[config.mk]
export PLATFORM = sky130hd
export DESIGN_NAME = shuffle_bag_mode_picker_top
export DESIGN_NICKNAME = d
export VERILOG_FILES = /design/src/rtl/sbmp_pkg.sv /design/src/rtl/sbmp_div.sv /design/src/rtl/sbmp_dp.sv /design/src/rtl/sbmp_ctrl.sv /design/src/rtl/shuffle_bag_mode_picker_top.sv
export SDC_FILE = /design/constraint.sdc
export NUM_CORES = 1
export LEC_CHECK = 0
export ABC_AREA = 1
export ABC_CLOCK_PERIOD_IN_PS = 6700
export BUFFER_PORTS_ARGS = -buffer_cell sky130_fd_sc_hd__buf_2
export CORE_MARGIN = 2
export CORE_UTILIZATION = 62
export DETAILED_ROUTE_END_ITERATION = 16
export HOLD_SLACK_MARGIN = 0.02
export MAX_ROUTING_LAYER = met4
export PLACE_DENSITY = 0.86
export SKIP_CTS_REPAIR_TIMING = 1
export SLEW_MARGIN = 20
export SYNTH_ARGS = -nofsm -noshare
export SYNTH_HDL_FRONTEND = slang
export SYNTH_SLANG_ARGS = --single-unit
[constraint.sdc]
create_clock -name clk_i -period 6.7 [get_ports clk_i]
set_input_delay 0.67 -clock clk_i [delete_from_list [all_inputs] [get_ports clk_i]]
set_output_delay 0.67 -clock clk_i [all_outputs]
set_load 0.05 [all_outputs]
[src/rtl/sbmp_pkg.sv]
`timescale 1ns / 1ps
// ----------------------------------------------------------------------------
// sbmp_pkg
// Shared types, widths and codes of the shuffle bag mode picker.
// ----------------------------------------------------------------------------
package sbmp_pkg;

  // field and state widths
  localparam int ModeW   = 6;
  localparam int CountW  = 7;
  localparam int DurW    = 16;
  localparam int MaskW   = 64;
  localparam int RndW    = 32;
  localparam int ReqW    = 2;
  localparam int CfgIdxW = 2;

  // mode numbers of this value and above cannot be represented
  localparam int PoolDepthMax = 64;
  localparam int NumModesDflt = 64;

  // reset values
  localparam logic [CountW-1:0] SlotNone = '1;
  localparam logic [DurW-1:0]   DurReset = 16'd60;

  // request codes
  typedef enum logic [ReqW-1:0] {
    ReqStart = 2'd0,
    ReqTick  = 2'd1,
    ReqForce = 2'd2
  } req_e;

  // configuration register indexes
  typedef enum logic [CfgIdxW-1:0] {
    CfgEnableMask = 2'd0,
    CfgSeqOrder   = 2'd1,
    CfgDuration   = 2'd2
  } cfg_idx_e;

  // controller to datapath commands
  typedef struct packed {
    logic accept;
    logic fill_init;
    logic fill_step;
    logic div_start;
    logic load_slot;
    logic rd_slot;
    logic repick;
    logic take;
    logic rd_tail;
    logic move;
  } ctl_cmd_t;

  // datapath to controller status
  typedef struct packed {
    logic want_pick;
    logic pool_empty;
    logic fill_last;
    logic div_done;
    logic repick;
  } dp_status_t;

endpackage

[src/rtl/sbmp_div.sv]
`timescale 1ns / 1ps
// ----------------------------------------------------------------------------
// sbmp_div
// Serial remainder unit: one dividend bit per cycle, restoring form.
// ----------------------------------------------------------------------------
module sbmp_div (
  input  logic                       clk_i,
  input  logic                       rst_ni,
  input  logic                       start_i,
  input  logic [sbmp_pkg::RndW-1:0]  dividend_i,
  input  logic [sbmp_pkg::CountW-1:0] divisor_i,
  output logic [sbmp_pkg::CountW-1:0] rem_o,
  output logic                       done_o
);

  localparam int CtrW = $clog2(sbmp_pkg::RndW);
  localparam logic [CtrW-1:0] CtrLast = CtrW'(sbmp_pkg::RndW - 1);

  logic                        busy_q, busy_d;
  logic                        done_q, done_d;
  logic [CtrW-1:0]             ctr_q, ctr_d;
  logic [sbmp_pkg::RndW-1:0]   dvd_q, dvd_d;
  logic [sbmp_pkg::CountW-1:0] rem_q, rem_d;
  logic [sbmp_pkg::CountW:0]   trial;
  logic [sbmp_pkg::CountW:0]   diff;
  logic                        ge;

  // one shift and trial subtract per step
  always_comb begin
    trial = {rem_q, dvd_q[sbmp_pkg::RndW-1]};
    ge    = trial >= {1'b0, divisor_i};
    diff  = trial - {1'b0, divisor_i};
    busy_d = busy_q;
    done_d = 1'b0;
    ctr_d  = ctr_q;
    dvd_d  = dvd_q;
    rem_d  = rem_q;
    if (start_i) begin
      busy_d = 1'b1;
      ctr_d  = '0;
      dvd_d  = dividend_i;
      rem_d  = '0;
    end else if (busy_q) begin
      rem_d = ge ? diff[sbmp_pkg::CountW-1:0] : trial[sbmp_pkg::CountW-1:0];
      dvd_d = {dvd_q[sbmp_pkg::RndW-2:0], 1'b0};
      ctr_d = ctr_q + CtrW'(1);
      if (ctr_q == CtrLast) begin
        busy_d = 1'b0;
        done_d = 1'b1;
      end
    end
  end

  // control state
  always_ff @(posedge clk_i or negedge rst_ni) begin
    if (!rst_ni) begin
      busy_q <= 1'b0;
      done_q <= 1'b0;
      ctr_q  <= '0;
    end else begin
      busy_q <= busy_d;
      done_q <= done_d;
      ctr_q  <= ctr_d;
    end
  end

  // operand registers
  always_ff @(posedge clk_i) begin
    dvd_q <= dvd_d;
    rem_q <= rem_d;
  end

  assign rem_o  = rem_q;
  assign done_o = done_q;

endmodule

[src/rtl/sbmp_dp.sv]
`timescale 1ns / 1ps
// ----------------------------------------------------------------------------
// sbmp_dp
// Datapath: config registers, pool memory, counters and result registers.
// ----------------------------------------------------------------------------
module sbmp_dp #(
  parameter int NUM_MODES = sbmp_pkg::NumModesDflt
) (
  input  logic                          clk_i,
  input  logic                          rst_ni,
  input  logic                          cfg_we_i,
  input  logic [sbmp_pkg::CfgIdxW-1:0]  cfg_idx_i,
  input  logic [sbmp_pkg::MaskW-1:0]    cfg_wdata_i,
  input  logic [sbmp_pkg::ReqW-1:0]     req_type_i,
  input  logic [sbmp_pkg::RndW-1:0]     rnd_i,
  input  sbmp_pkg::ctl_cmd_t            cmd_i,
  output sbmp_pkg::dp_status_t          status_o,
  output logic [sbmp_pkg::ModeW-1:0]    mode_o,
  output logic                          changed_o,
  output logic                          valid_o
);

  localparam int ModeTotal = (NUM_MODES > sbmp_pkg::PoolDepthMax) ?
                             sbmp_pkg::PoolDepthMax : NUM_MODES;
  localparam int PaW = $clog2(ModeTotal);
  localparam logic [PaW-1:0] FillLast = PaW'(ModeTotal - 1);
  localparam logic [sbmp_pkg::MaskW-1:0] UsableMask =
    (ModeTotal >= sbmp_pkg::MaskW) ? {sbmp_pkg::MaskW{1'b1}} :
    ((sbmp_pkg::MaskW'(1) << ModeTotal) - sbmp_pkg::MaskW'(1));

  localparam int CW = sbmp_pkg::CountW;
  localparam int MW = sbmp_pkg::ModeW;
  localparam int DW = sbmp_pkg::DurW;

  // configuration
  logic [sbmp_pkg::MaskW-1:0] mask_q;
  logic                       seq_q;
  logic [DW-1:0]              dur_q;

  // control state
  logic [CW-1:0] count_q;
  logic [CW-1:0] last_pick_q;
  logic [CW-1:0] last_slot_q;
  logic [DW-1:0] elapsed_q;
  logic [MW-1:0] cur_mode_q;
  logic          changed_q;
  logic          valid_q;
  logic [PaW-1:0] fill_i_q;

  // payload
  logic [sbmp_pkg::RndW-1:0] rnd_q;
  logic [PaW-1:0]            slot_q;
  logic [MW-1:0]             pick_q;
  logic [MW-1:0]             rd_q;
  logic [MW-1:0]             pool_mem [ModeTotal];

  // combinational helpers
  logic [DW-1:0]             elapsed_inc;
  logic                      want_pick;
  logic                      any_en;
  logic                      fill_en;
  logic [CW-1:0]             prev1;
  logic [sbmp_pkg::RndW-1:0] dividend;
  logic [CW-1:0]             slot_inc;
  logic [PaW-1:0]            slot_adj;
  logic [CW-1:0]             tail;
  logic                      single;
  logic [CW-1:0]             rem;
  logic                      div_done;
  logic                      mem_we;
  logic [PaW-1:0]            mem_waddr;
  logic [MW-1:0]             mem_wdata;
  logic                      mem_re;
  logic [PaW-1:0]            mem_raddr;

  // timer and pick decision
  always_comb begin
    elapsed_inc = (elapsed_q == '1) ? elapsed_q : elapsed_q + DW'(1);
    case (req_type_i)
      sbmp_pkg::ReqStart, sbmp_pkg::ReqForce: want_pick = 1'b1;
      sbmp_pkg::ReqTick: want_pick = (dur_q != '0) && (elapsed_inc > dur_q);
      default: want_pick = 1'b0;
    endcase
  end

  // refill enable for the swept mode
  assign any_en  = |(mask_q & UsableMask);
  assign fill_en = any_en ? mask_q[fill_i_q] : 1'b1;

  // slot arithmetic
  assign single   = (count_q == CW'(1));
  assign prev1    = (last_slot_q == sbmp_pkg::SlotNone) ? '0 : last_slot_q + CW'(1);
  assign dividend = seq_q ? sbmp_pkg::RndW'(prev1) : rnd_q;
  assign slot_inc = CW'(slot_q) + CW'(1);
  assign slot_adj = (slot_inc == count_q) ? '0 : slot_inc[PaW-1:0];
  assign tail     = count_q - CW'(1);

  sbmp_div u_div (
    .clk_i      (clk_i),
    .rst_ni     (rst_ni),
    .start_i    (cmd_i.div_start),
    .dividend_i (dividend),
    .divisor_i  (count_q),
    .rem_o      (rem),
    .done_o     (div_done)
  );

  // pool memory port muxing
  always_comb begin
    mem_we    = 1'b0;
    mem_waddr = slot_q;
    mem_wdata = rd_q;
    if (cmd_i.fill_step && fill_en) begin
      mem_we    = 1'b1;
      mem_waddr = count_q[PaW-1:0];
      mem_wdata = MW'(fill_i_q);
    end else if (cmd_i.move) begin
      mem_we = 1'b1;
    end
    mem_re    = cmd_i.rd_slot || cmd_i.rd_tail;
    mem_raddr = cmd_i.rd_tail ? tail[PaW-1:0] : slot_q;
  end

  // pool memory
  always_ff @(posedge clk_i) begin
    if (mem_we) begin
      pool_mem[mem_waddr] <= mem_wdata;
    end
    if (mem_re) begin
      rd_q <= pool_mem[mem_raddr];
    end
  end

  // configuration writes
  always_ff @(posedge clk_i or negedge rst_ni) begin
    if (!rst_ni) begin
      mask_q <= '0;
      seq_q  <= 1'b0;
      dur_q  <= sbmp_pkg::DurReset;
    end else if (cfg_we_i) begin
      case (cfg_idx_i)
        sbmp_pkg::CfgEnableMask: mask_q <= cfg_wdata_i;
        sbmp_pkg::CfgSeqOrder:   seq_q  <= cfg_wdata_i[0];
        sbmp_pkg::CfgDuration:   dur_q  <= cfg_wdata_i[DW-1:0];
        default: ;
      endcase
    end
  end

  // picker state and result registers
  always_ff @(posedge clk_i or negedge rst_ni) begin
    if (!rst_ni) begin
      count_q     <= '0;
      last_pick_q <= sbmp_pkg::SlotNone;
      last_slot_q <= sbmp_pkg::SlotNone;
      elapsed_q   <= '0;
      cur_mode_q  <= '0;
      changed_q   <= 1'b0;
      valid_q     <= 1'b0;
      fill_i_q    <= '0;
    end else begin
      valid_q <= 1'b0;
      if (cmd_i.accept) begin
        if (want_pick) begin
          elapsed_q <= '0;
        end else begin
          if (req_type_i == sbmp_pkg::ReqTick) begin
            elapsed_q <= elapsed_inc;
          end
          changed_q <= 1'b0;
          valid_q   <= 1'b1;
        end
      end
      if (cmd_i.fill_init) begin
        fill_i_q <= '0;
        count_q  <= '0;
      end
      if (cmd_i.fill_step) begin
        fill_i_q <= fill_i_q + PaW'(1);
        if (fill_en) begin
          count_q <= count_q + CW'(1);
        end
      end
      if (cmd_i.move) begin
        count_q     <= tail;
        last_pick_q <= CW'(pick_q);
        if (single) begin
          last_slot_q <= sbmp_pkg::SlotNone;
        end else if (seq_q) begin
          last_slot_q <= CW'(slot_q);
        end
        cur_mode_q <= pick_q;
        changed_q  <= 1'b1;
        valid_q    <= 1'b1;
      end
    end
  end

  // payload registers
  always_ff @(posedge clk_i) begin
    if (cmd_i.accept) begin
      rnd_q <= rnd_i;
    end
    if (cmd_i.load_slot) begin
      slot_q <= rem[PaW-1:0];
    end else if (cmd_i.repick) begin
      slot_q <= slot_adj;
    end
    if (cmd_i.take) begin
      pick_q <= rd_q;
    end
  end

  // status back to the controller
  assign status_o.want_pick  = want_pick;
  assign status_o.pool_empty = (count_q == '0);
  assign status_o.fill_last  = (fill_i_q == FillLast);
  assign status_o.div_done   = div_done;
  assign status_o.repick     = !seq_q && !single && (CW'(rd_q) == last_pick_q);

  assign mode_o    = cur_mode_q;
  assign changed_o = changed_q;
  assign valid_o   = valid_q;

endmodule

[src/rtl/sbmp_ctrl.sv]
`timescale 1ns / 1ps
// ----------------------------------------------------------------------------
// sbmp_ctrl
// Controller: sequences refill, slot remainder, pool reads and the swap.
// ----------------------------------------------------------------------------
module sbmp_ctrl (
  input  logic                 clk_i,
  input  logic                 rst_ni,
  input  logic                 start_i,
  input  sbmp_pkg::dp_status_t status_i,
  output sbmp_pkg::ctl_cmd_t   cmd_o,
  output logic                 busy_o
);

  typedef enum logic [7:0] {
    StIdle  = 8'b0000_0001,
    StFill  = 8'b0000_0010,
    StDivGo = 8'b0000_0100,
    StDiv   = 8'b0000_1000,
    StRd    = 8'b0001_0000,
    StChk   = 8'b0010_0000,
    StTail  = 8'b0100_0000,
    StMove  = 8'b1000_0000
  } state_e;

  state_e state_q, state_d;

  // next state and commands
  always_comb begin
    state_d = state_q;
    cmd_o   = '0;
    unique case (state_q)
      StIdle: begin
        if (start_i) begin
          cmd_o.accept = 1'b1;
          if (status_i.want_pick) begin
            if (status_i.pool_empty) begin
              cmd_o.fill_init = 1'b1;
              state_d = StFill;
            end else begin
              state_d = StDivGo;
            end
          end
        end
      end
      StFill: begin
        cmd_o.fill_step = 1'b1;
        if (status_i.fill_last) begin
          state_d = StDivGo;
        end
      end
      StDivGo: begin
        cmd_o.div_start = 1'b1;
        state_d = StDiv;
      end
      StDiv: begin
        if (status_i.div_done) begin
          cmd_o.load_slot = 1'b1;
          state_d = StRd;
        end
      end
      StRd: begin
        cmd_o.rd_slot = 1'b1;
        state_d = StChk;
      end
      StChk: begin
        if (status_i.repick) begin
          cmd_o.repick = 1'b1;
          state_d = StRd;
        end else begin
          cmd_o.take = 1'b1;
          state_d = StTail;
        end
      end
      StTail: begin
        cmd_o.rd_tail = 1'b1;
        state_d = StMove;
      end
      StMove: begin
        cmd_o.move = 1'b1;
        state_d = StIdle;
      end
      default: state_d = StIdle;
    endcase
  end

  // state register
  always_ff @(posedge clk_i or negedge rst_ni) begin
    if (!rst_ni) begin
      state_q <= StIdle;
    end else begin
      state_q <= state_d;
    end
  end

  assign busy_o = (state_q != StIdle);

endmodule

[src/rtl/shuffle_bag_mode_picker_top.sv]
`timescale 1ns / 1ps
// ----------------------------------------------------------------------------
// shuffle_bag_mode_picker_top
// Picks the next mode from the enabled set, each once before any repeats.
// ----------------------------------------------------------------------------
//  channel   ports                                     direction
//  request   start_i, busy_o, req_type_i, rnd_i        in
//  result    valid_o, mode_o, changed_o                out
//  config    cfg_we_i, cfg_idx_i, cfg_wdata_i          in
//
//  an item without a pick gives its result strobe in the cycle after accept
//  and busy_o never rises
//  a pick holds busy_o through the remainder, the pool reads and the swap,
//  with one more slot read per bump; a refill first sweeps every mode (at most 64)
//  the pick time is set by the 32-step serial remainder unit and the
//  one-entry-per-cycle refill sweep of the pool memory
//  reset clears all control state; the pool needs no clearing pass
//  results are not stalled: each strobe lasts exactly one cycle
// ----------------------------------------------------------------------------
module shuffle_bag_mode_picker_top #(
  parameter int NUM_MODES = sbmp_pkg::NumModesDflt
) (
  input  logic                          clk_i,
  input  logic                          rst_ni,
  input  logic                          cfg_we_i,
  input  logic [sbmp_pkg::CfgIdxW-1:0]  cfg_idx_i,
  input  logic [sbmp_pkg::MaskW-1:0]    cfg_wdata_i,
  input  logic                          start_i,
  output logic                          busy_o,
  input  logic [sbmp_pkg::ReqW-1:0]     req_type_i,
  input  logic [sbmp_pkg::RndW-1:0]     rnd_i,
  output logic                          valid_o,
  output logic [sbmp_pkg::ModeW-1:0]    mode_o,
  output logic                          changed_o
);

  sbmp_pkg::ctl_cmd_t   cmd;
  sbmp_pkg::dp_status_t status;

  // sequencer
  sbmp_ctrl u_ctrl (
    .clk_i    (clk_i),
    .rst_ni   (rst_ni),
    .start_i  (start_i),
    .status_i (status),
    .cmd_o    (cmd),
    .busy_o   (busy_o)
  );

  // datapath
  sbmp_dp #(
    .NUM_MODES (NUM_MODES)
  ) u_dp (
    .clk_i       (clk_i),
    .rst_ni      (rst_ni),
    .cfg_we_i    (cfg_we_i),
    .cfg_idx_i   (cfg_idx_i),
    .cfg_wdata_i (cfg_wdata_i),
    .req_type_i  (req_type_i),
    .rnd_i       (rnd_i),
    .cmd_i       (cmd),
    .status_o    (status),
    .mode_o      (mode_o),
    .changed_o   (changed_o),
    .valid_o     (valid_o)
  );

`ifndef SYNTHESIS
  // a result beat only comes out while the picker is idle
  assert property (@(posedge clk_i) disable iff (!rst_ni) valid_o |-> !busy_o)
    else $error("result beat while busy");

  // the swap step always ends in a changed result beat
  assert property (@(posedge clk_i) disable iff (!rst_ni)
    cmd.move |=> (valid_o && changed_o))
    else $error("pick finished without a changed beat");

  // an accepted beat that needs a pick starts the sequencer
  assert property (@(posedge clk_i) disable iff (!rst_ni)
    (start_i && !busy_o && status.want_pick) |=> (busy_o && !valid_o))
    else $error("pick request did not start the sequencer");

  // an accepted beat without a pick answers at once, unchanged
  assert property (@(posedge clk_i) disable iff (!rst_ni)
    (start_i && !busy_o && !status.want_pick) |=> (valid_o && !changed_o))
    else $error("no-pick beat not answered next cycle");
`endif

endmodule

==> Yosys cells after proc, flatten, opt, wreduce, memory -nomap -nowiden <==
Memory sizes are Yosys's and may differ from the RTL's. A register that Yosys moved wholly into a read port is not among the register bits.
Cells that the tools add are included.
{ "totals": {"reg_bits": 230, "ram_bits": 384, "input_bits": 104, "wordCells": 148, "n_memories": 1} }
{ "classes": {"add_sub_neg": 8, "order_cmp": 3, "n_eq_ne": 25, "mux": 65, "n_reduce_logical": 26} }
{ "memory_table": {"columns": ["name", "words", "word_bits", "rd", "rd_ports_with_merged_regs", "write_ports", "line", "text"], "rows": [
  ["u_dp.pool_mem", 64, 6, 1, 1, 1, "sbmp_dp.sv:55", "logic [MW-1:0] pool_mem [ModeTotal];"]
]} }
{ "op_table": {"columns": ["operator", "n"], "rows": [
  ["$mux W32", 3],
  ["$reduce_or A64 Y1", 1],
  ["$mux W7", 9],
  ["$pmux W8 S7", 1],
  ["$mux W16", 3],
  ["$mux W6", 8],
  ["$mux W8", 4],
  ["$mux W1", 29],
  ["$add A16 B1 Y16 const B", 1],
  ["$eq A16 B16 Y1 const B", 1],
  ["$gt A16 B16 Y1", 1],
  ["$reduce_bool A16 Y1", 1],
  ["$add A7 B1 Y7 const B", 2],
  ["$reduce_and A2 Y1", 6],
  ["$reduce_bool A2 Y1", 6],
  ["$mux W5", 2],
  ["$eq A8 B1 Y1 const B", 1],
  ["$eq A8 B2 Y1 const B", 1],
  ["$eq A8 B3 Y1 const B", 1],
  ["$eq A8 B4 Y1 const B", 1],
  ["$eq A8 B5 Y1 const B", 1],
  ["$eq A8 B6 Y1 const B", 1],
  ["$eq A8 B7 Y1 const B", 1],
  ["$eq A8 B8 Y1 const B", 1],
  ["29 further kinds", 41]
]} }

==> Depth between registers and ports, before layout <==
Gate-level depths: netlist of the first run.
{ "logic_depth": {"depth_word": 12, "depth_mapped": 25, "depth_no_buf": 25} }

==> By module <==
Synthesis of the first run repeated with hierarchy kept, for this count alone.
{ "hier_totals": {"hier_cells": 2586, "hier_area_um2": 28155.8} }
{ "by_module_without_submodules": {"columns": ["mod", "n_inst", "cells_each", "area_per_inst_um2", "seq_area_each_um2"], "rows": [
  ["sbmp_dp", 1, 2220, 25156.6, 16358.2],
  ["sbmp_div", 1, 278, 2356.0, 1276.2],
  ["sbmp_ctrl", 1, 88, 643.1, 201.4]
]} }

==> Least setup slack after synthesis of the first run <==
Ideal clock, no wire load.
{ "synth_path": {"kind": "reg-to-reg", "from": "reg u_dp.fill_i_q[0]", "to": "mem u_dp.pool_mem[0][0] in the netlist's numbering, data pin", "setup_ns": 0.702, "arrival_ns": 4.171, "slack_ns": 1.827, "path_stages_with_launch": 14, "n_path_buf": 4, "period_less_slack_ns": 4.873, "cell_sequence": "dfrtp_1 > buf_4 > buf_6 > o21ai_1 > nand2_1 > nand3_1 > nand3_1 > nand2_1 > nand2_1 > nand3_4 > nand2_2 > buf_6 > clkbuf_1 > o21ai_0"} }
{ "synth_via": {"elab_chain_len": 5} }
{ "synth_lines": {"columns": ["item", "line", "text"], "rows": [
  ["start: declaration", "sbmp_dp.sv:48", "logic [PaW-1:0] fill_i_q;"],
  ["start signal: assignment", "sbmp_dp.sv:179", "fill_i_q <= fill_i_q + PaW'(1);"],
  ["$bmux W1 S6", "sbmp_dp.sv:88", "assign fill_en = any_en ? mask_q[fill_i_q] : 1'b1;"],
  ["$mux W1 (implied by the code)", "sbmp_dp.sv:88", null],
  ["$mux W1", "sbmp_dp.sv:88", null],
  ["$logic_and A1 B1 Y1", "sbmp_dp.sv:113", "if (cmd_i.fill_step && fill_en) begin"],
  ["$mux W6 (*)", "sbmp_dp.sv:113", null],
  ["via u_dp.mem_wdata[0]", "sbmp_dp.sv:72", "logic [MW-1:0] mem_wdata;"],
  ["end: declaration", "sbmp_dp.sv:55", null]
]} }
Mark *: on every way through the listed nets, which the timed path passes. The rest lies on a longest branch. The select of a mux whose other input is x is not followed.

==> Worst setup path after layout of the first run <==
{ "layout_path": {"from": "reg u_ctrl.state_q[0]", "to": "reg u_dp.rd_q[3], read port of u_dp.pool_mem, data pin"} }
{ "layout_via": {"elab_chain_len": 3} }
{ "layout_lines": {"columns": ["item", "line", "text"], "rows": [
  ["start: declaration", "sbmp_ctrl.sv:26", "state_e state_q, state_d;"],
  ["start signal: assignment", "sbmp_ctrl.sv:90", "state_q <= StIdle;"],
  ["start signal: assignment", "sbmp_ctrl.sv:92", "state_q <= state_d;"],
  ["$eq A8 B7 Y1 / $eq A8 B5 Y1 (equally long branches)", "sbmp_ctrl.sv:32", "unique case (state_q)"],
  ["$mux W1", "sbmp_ctrl.sv:32", null],
  ["$mux W6 / $logic_or A1 B1 Y1 (equally long branches)", "sbmp_dp.sv:121, sbmp_dp.sv:120", null],
  ["end: declaration", "sbmp_dp.sv:54", "logic [MW-1:0] rd_q;"]
]} }
Parallel ways exist; a longest one is shown, timed or not.
A chain may end at the register's enable or synchronous reset.

==> metrics.md, run 1 <==
| Metric | Value |
|---|---|
| Slew margin rel. | 0.310 |
| Min Tclk post-route | ~4.7 ns |
| Via count | 20,200 |
| Critical path required time | about 7.1 ns |
| First-pass GRT wire length | 107 mm |
| Metal-1 WL | between 20 and 30 mm |
| RD Place Congestion | ~0.94 |
| Leakage | 12.0 nW |
| Routed wl met2 | 33.2 mm |
| Sequential area share after synthesis | 0.640 |
| H-tree depth | 2 |
| Share of layout cells above drive strength 1 | 0.171 |
| PnR worst setup slack | 1.99 ns |
| Tcrit/Tclk final | 0.703 |
| Ports | around 110 |
| CP Launch Type | register |
| DRT Pass-1 Iters | 8 |
| Yosys reg bits | 620 |
| Layout fillers | 2,863 |
| Initial antenna violation count | 0 |
| Mapped Nets | 2,679 |
| CP arrival | ~5 ns |
| Post-synth top area cell | edfxtp_1 |
| Total global routing track utilization | 0.301 |
| Commonest non-fill, non-tap cell in the layout | edfxtp_1 |
| Crit end category | register |
| Yosys warns | 0 |
| Skew final | 0.0248 ns |
| Top post-synthesis cells by area | edfxtp_1 (50%), dfrtp_1 (11%), nand2_1 (6.0%) |
| Root Driver | clkbuf_16 |
| CP max FO | 147 |
| Synthesized cell area | 0.0279 mm^2 |
| Die Footprint | between 0.04 and 0.05 mm^2 |
| Clock insertion delay at the later pin of the skew report | 0.63 ns |
| Post-DRT Antenna Nets | 0 |
| Max cap viols | 0 |
| Area growth, synth to finish | 11.1% |
| Post-synth ARST share | 0.237 |
| Fin. max-slew vios | 0 |
| Hold Path Class | in2async |
| Register Area | 0.0178 mm^2 |
| DR top layer | met4 |
| Initial Util | 0.629 |
| Core Area | 0.0443 mm^2 |
| Met3 wire len | approximately 6.3 mm |
| Final Hold Fails | 0 |
| EDFF count, synth | 466 |
| Port Buffers | 112 |
| Cell Pwr Density | 303 mW/mm^2 |
| Post-Syn Instances | 2,542 |
| Mean routed wirelength per cell | 20.9 um |
| Std cell rows | 77 |
| Synth top area share | 0.502 |
| Setup TNS Final | 0 ns |
| Place WS | 2.22 ns |
| Most frequent cells in the layout | edfxtp_1 (466), nand2_1 (443), nand3_1 (269), inv_1 (202), o211ai_1 (185) |
| Synth Flop Type | edfxtp_1 |
| Vias in the first global route | 20,000 |
| Diodes inserted | 0 |
| Die Span X | 216 um |
| Total grt overflow | 0 |
| RSZ-0062 raised after global routing | false |
| Clock tree from TritonCTS | built |
| Status | complete, no violations |
| Initial drt markers | roughly 3,000 |
| Final count of negative-setup-slack endpoints | 0 |
| Placed Cells | roughly 3,100 |
| Worst setup path class | reg2reg |
| Total Nets Final | between 2,000 and 3,000 |
| Hold_ws | 0.0367 ns |
| Area of the multi-input gates | 0.00880 mm^2 |
| Number of vias per cell | 6.21 |
| Clk buf depth | 3 |
| Syn Area/Cell | 11.0 um^2 |
| Slew @ Worst Pin | 1.03 ns |
| CTS Sinks | 620 |
| Largest net degree at the start of global routing | 148 |
| DP HPWL | 41.4 mm |
| Chip height | 216 um |
| Cts bufs inserted | 60 |
| WL final | around 68 mm |
| Finished Layout Cells | around 3,300 |
| Fmax | 0.212 GHz |
| Drt drc | 0 |
| Post-synth cell types | 48 |
| Clock Pin Slew Worst Setup and Hold Paths | about 0.07 ns |
| Max IR drop VDD | around 0.00025 V |
-- kinds of logic (layout without fill, tap and decap cells) --
family / after synthesis / after routing / synth area share
muxes: 45 / 45 / 0.0182
adders and majority gates: 33 / 33 / 0.0151
DFF: 620 / 620 / 0.640
AOI/OAI and AO/OA: 395 / 395 / 0.0910
xor gates and xnor gates: 35 / 35 / 0.0110
and+or+nand+nor: 1072 / 1072 / 0.176
buffers and inverters: 342 / 462 / 0.0487
-- cell type report --
type / instances / share of cell area
Clock buffer: 78 / 0.0537
Inverter: 214 / 0.0260
Tap cell: 592 / 0.0239
Clock inverter: 36 / 0.0128
Multi-Input combinational cell: 1580 / 0.284
Sequential cell: 620 / 0.576
Timing Repair Buffer: 134 / 0.0236
-- final timing paths --
check,startpoint,end,slack [ns],cells after the start
worst max-delay path,u_ctrl.state_q[0],u_dp.rd_q[3],1.99,14
worst min-delay path,rst_ni,u_dp.mask_q[33],0.04,1
worst min register to register,u_ctrl.state_q[5],u_ctrl.state_q[5],0.45,1
worst max register to register,u_ctrl.state_q[0],u_dp.rd_q[3],1.99,14
min in group clk_i,rnd_i[6],u_dp.rnd_q[6],0.22,1
max in group asynchronous,rst_ni,u_dp.u_div.ctr_q[1],5.19,2
-- metrics by stage --
stage,power [mW],util,area (um^2)
after CTS,9.38,0.699,31000
after detailed placement,5.92,0.652,28900
final,9.38,0.699,31000
after global routing,9.72,0.699,31000
after floorplan,5.57,-,27900
after global placement,5.85,0.652,28900
-- state kept, by name, summed over array words and instances, names as in the netlist --
register and count:
u_ctrl.state_q 8, u_dp.changed_o 1, u_dp.count_q 7, u_dp.dur_q 16, u_dp.elapsed_q 16, u_dp.fill_i_q 6, u_dp.last_pick_q 7, u_dp.last_slot_q 7
u_dp.mask_q 64, u_dp.mode_o 6, u_dp.pick_q 6, u_dp.pool_mem 384, u_dp.rd_q 6, u_dp.rnd_q 32, u_dp.seq_q 1, u_dp.slot_q 6
u_dp.u_div.busy_q 1, u_dp.u_div.ctr_q 5, u_dp.u_div.done_o 1, u_dp.u_div.dvd_q 32, u_dp.u_div.rem_o 7, u_dp.valid_o 1
-- Yosys cell counts (3+ instances only) --
cell type and n:
xnor2_1 8, clkbuf_1 83, nor2_1 166, clkinv_1 4, nand2_2 7, dfstp_2 19
a21oi_1 54, nand3_1 269, o21ai_1 5, nand2_1 444, ha_1 32, a31oi_1 4
nor4_1 15, buf_2 31, edfxtp_1 466, nand3b_1 3, nand4_1 29, dfxtp_1 7
nor3_1 14, dfrtp_1 128, o21ai_2 7, o22ai_1 17, o21ai_0 111, or2_2 112
buf_4 3, o211ai_1 185, nand4_2 4, xor2_1 27, inv_2 7, mux2_2 45
inv_1 203, buf_1 8, nor2_2 3, buf_6 3
-- routing by layer --
layer / vias up / track usage
li1: 9102 / -
met1: 9677 / 0.387
met2: 1229 / 0.491
met3: 212 / 0.0490
met4: 0 / 0.104
met5: - / -
-- worst max-delay path: stages, from the launching register on --
cell and delay [ns]:
dfstp_2 0.57, nor2_1 0.07, nand2_1 0.15, inv_1 0.08, nand2_1 0.39, nand2_1 0.29
nand2_8 0.57, clkinv_2 0.66, buf_4 0.51, o211ai_1 0.37, nand3_1 0.16, nand3_1 0.12
nand3_1 0.13, nand3_1 0.18, nand2_1 0.08
-- where the power goes --
part	total, mW	switching [mW]	internal (mW)
clock	3.50	1.47	2.03
sequential	4.72	0.215	4.50
combinational	1.17	0.737	0.428
total	9.38	2.42	6.96
No activity file was read; power rests on OpenSTA's default activity.
==> run 2, diff against run 1 <==
--- a/config.mk
+++ b/config.mk
@@ -6,7 +6,7 @@
 export NUM_CORES = 1
 export LEC_CHECK = 0
 export ABC_AREA = 1
-export ABC_CLOCK_PERIOD_IN_PS = 6700
+export ABC_CLOCK_PERIOD_IN_PS = 4800
 export BUFFER_PORTS_ARGS = -buffer_cell sky130_fd_sc_hd__buf_2
 export CORE_MARGIN = 2
 export CORE_UTILIZATION = 62
==> constraint.sdc (replaced) <==
create_clock -name clk_i -period 4.8 [get_ports clk_i]
set_input_delay 0.48 -clock clk_i [delete_from_list [all_inputs] [get_ports clk_i]]
set_output_delay 0.48 -clock clk_i [all_outputs]
set_load 0.05 [all_outputs]
==> run 2 against run 1 <==
  * The flow now finishes with violations (negative hold slack)
  * Utilization is 0.59 points higher
  * First-iteration DRC count is 1.4% higher
  * Sequential power is 39% higher
  * Via count is 0.40% higher
  * Clock skew is 0.0026 ns higher
  * Wire length is 1.1% higher
  * Global-route usage is 0.12 points higher
  * Maximum frequency is 9.6% higher
  * Setup slack worse by 1.5 ns
  * Final cell count is 1.0% higher
==> metrics.md, run 2 (synthesis results as in run 1) <==
| Metric | Value |
|---|---|
| Status | finished, violations left |
| Failing checks | negative hold slack |
| DP HPWL | roughly 42 mm |
| Largest regs | u_dp.pool_mem: 384 flops, u_dp.mask_q: 64 flops |
| CP Launch Type | register |
| Worst setup path class | reg2reg |
| Area growth, synth to finish | 12.1% |
| First-pass GRT wire length | 108 mm |
| RSZ-0062 raised after global routing | false |
| RD Place Congestion | 0.944 |
| Chip height | 216 um |
| Drt drc | 0 |
| Initial drt markers | 3,035 |
| Final count of negative-setup-slack endpoints | 0 |
| Core Area | 0.0443 mm^2 |
| Commonest non-fill, non-tap cell in the layout | edfxtp_1 |
| Max IR drop VDD | 0.000358 V |
| WL final | roughly 69 mm |
| Clock insertion delay at the later pin of the skew report | between 0.6 and 0.7 ns |
| Worst Setup SP | u_dp.fill_i_q[0] |
| Max reg flops | 384 |
| Die Footprint | between 0.04 and 0.05 mm^2 |
| Area of the multi-input gates | 0.00880 mm^2 |
| Total Nets Final | roughly 2,800 |
| DRT Pass-1 Iters | 7 |
| Place WS | 0.746 ns |
| Hold Path Class | in2async |
| Via count | 20,300 |
| Initial antenna violation count | 1 |
| Number of vias per cell | about 6.2 |
| Share of layout cells above drive strength 1 | 0.168 |
| Ports | 113 |
| Hold_ws | -0.0259 ns |
| CTS Sinks | 620 |
| Placed Cells | about 3,100 |
| Die Span X | 216 um |
| Fmax | 0.233 GHz |
| Layout fillers | 2,839 |
| Cts bufs inserted | 59 |
| Fin. max-slew vios | 0 |
| Root Driver | clkbuf_16 |
| Vias in the first global route | 20,200 |
| Total grt overflow | 0 |
| CP max FO | 30 |
| Clock Pin Slew Worst Setup and Hold Paths | 0.06 ns |
| Total global routing track utilization | 0.302 |
| Final Hold Fails | 41 |
| Most frequent cells in the layout | edfxtp_1 (466), nand2_1 (443), nand3_1 (269), inv_1 (203), o211ai_1 (185) |
| Post-DRT Antenna Nets | 0 |
| Leakage | 12.2 nW |
| Skew final | around 0.027 ns |
| Port Buffers | between 100 and 150 |
| Most flops, register | u_dp.pool_mem |
| H-tree depth | 2 |
| Crit end category | register |
| Register Area | between 0.015 and 0.02 mm^2 |
| PnR worst setup slack | 0.504 ns |
| Std cell rows | 77 |
| Largest net degree at the start of global routing | 115 |
| Initial Util | 0.629 |
| Slew margin rel. | 0.278 |
| Clock tree from TritonCTS | built |
| Critical path required time | 5.06 ns |
| Clk buf depth | 3 |
| CP arrival | 4.56 ns |
| Slew @ Worst Pin | 1.08 ns |
| Max cap viols | 0 |
| Tcrit/Tclk final | 0.895 |
| Cell Pwr Density | 410 mW/mm^2 |
| Post-layout util | 0.705 |
| Min Tclk post-route | 4.30 ns |
| Worst flop-to-flop path startpoint | u_dp.fill_i_q[0] |
| Mean routed wirelength per cell | 20.9 um |
| Finished Layout Cells | 3,288 |
## run 2: cell types whose count changed in the layout (fill, tap and decap cells not counted), moves of 3 or more
cell           change
dlygate4sd3_1     +23
clkbuf_1           +7
clkinvlp_4         -5
buf_12             +4
buf_4              +4
bufinv_16          -4
buf_16             +3
clkbuf_16          -3
clkinv_1           +3
clkinv_2           +3
## run 2: metal layers
layer / vias to the layer above / track usage / routed length, um
met3: 197 / 0.0513 / 5770
met2: 1095 / 0.490 / 33800
met5: - / - / 0
met1: 9842 / 0.387 / 26900
li1: 9166 / - / -
met4: 0 / 0.110 / 2290
## run 2: worst paths after layout
kind / to / slack [ns] / depth (start not counted)
worst max-delay path: u_dp.pool_mem[29][0] / 0.50 / 16
worst min-delay path: u_dp.mask_q[37] / -0.03 / 1
worst max register to register: u_dp.pool_mem[29][0] / 0.50 / 16
worst min register to register: u_dp.last_pick_q[6] / 0.44 / 2
max in group asynchronous: u_dp.last_slot_q[0] / 3.73 / 2
min in group clk_i: u_dp.rnd_q[14] / 0.03 / 1
## run 2: area by class of cell
cell class | count | share of cell area
clock inverter | 32 | 0.00962
timing repair buffer | 168 | 0.0371
multi-input combinational | 1580 | 0.282
inverter | 214 | 0.0258
tap | 592 | 0.0237
sequential | 620 | 0.571
clock buffer | 80 | 0.0508
antenna | 2 | 0.000160
## run 2: power breakdown
part / switching [mW] / internal [mW]
registers: 0.296 / 6.29
logic: 1.08 / 0.615
clock network: 2.03 / 2.50
total: 3.41 / 9.40
## run 2: worst max-delay path, stage by stage, from the launching register on
cell and delay (ns):
dfrtp_1 0.64, inv_2 0.35, nand2_1 0.13, nand2_1 0.06
nand2_1 0.06, nand2_1 0.05, nor2_1 0.10, nand2_1 0.07
nand3_1 0.08, nand2_1 0.06, nand2_1 0.11, nand3_4 0.16
nand2_2 0.34, nand2_1 0.10, nand2_1 0.23, nand4_1 0.64
nor2_1 0.73
## run 2: stage by stage
stage                     hold WS, ns  TNS, ns  cell area [um^2]  power [mW]
final                         -0.0259        0             31200        12.8
after global routing           0.0156        0             31200        13.3
after CTS                    -0.00193        0             30900        12.8
after detailed placement        0.431        0             29000        8.29
after global placement          0.429        0             29000        8.18
after floorplan                 0.184   -28.03             27900        7.77
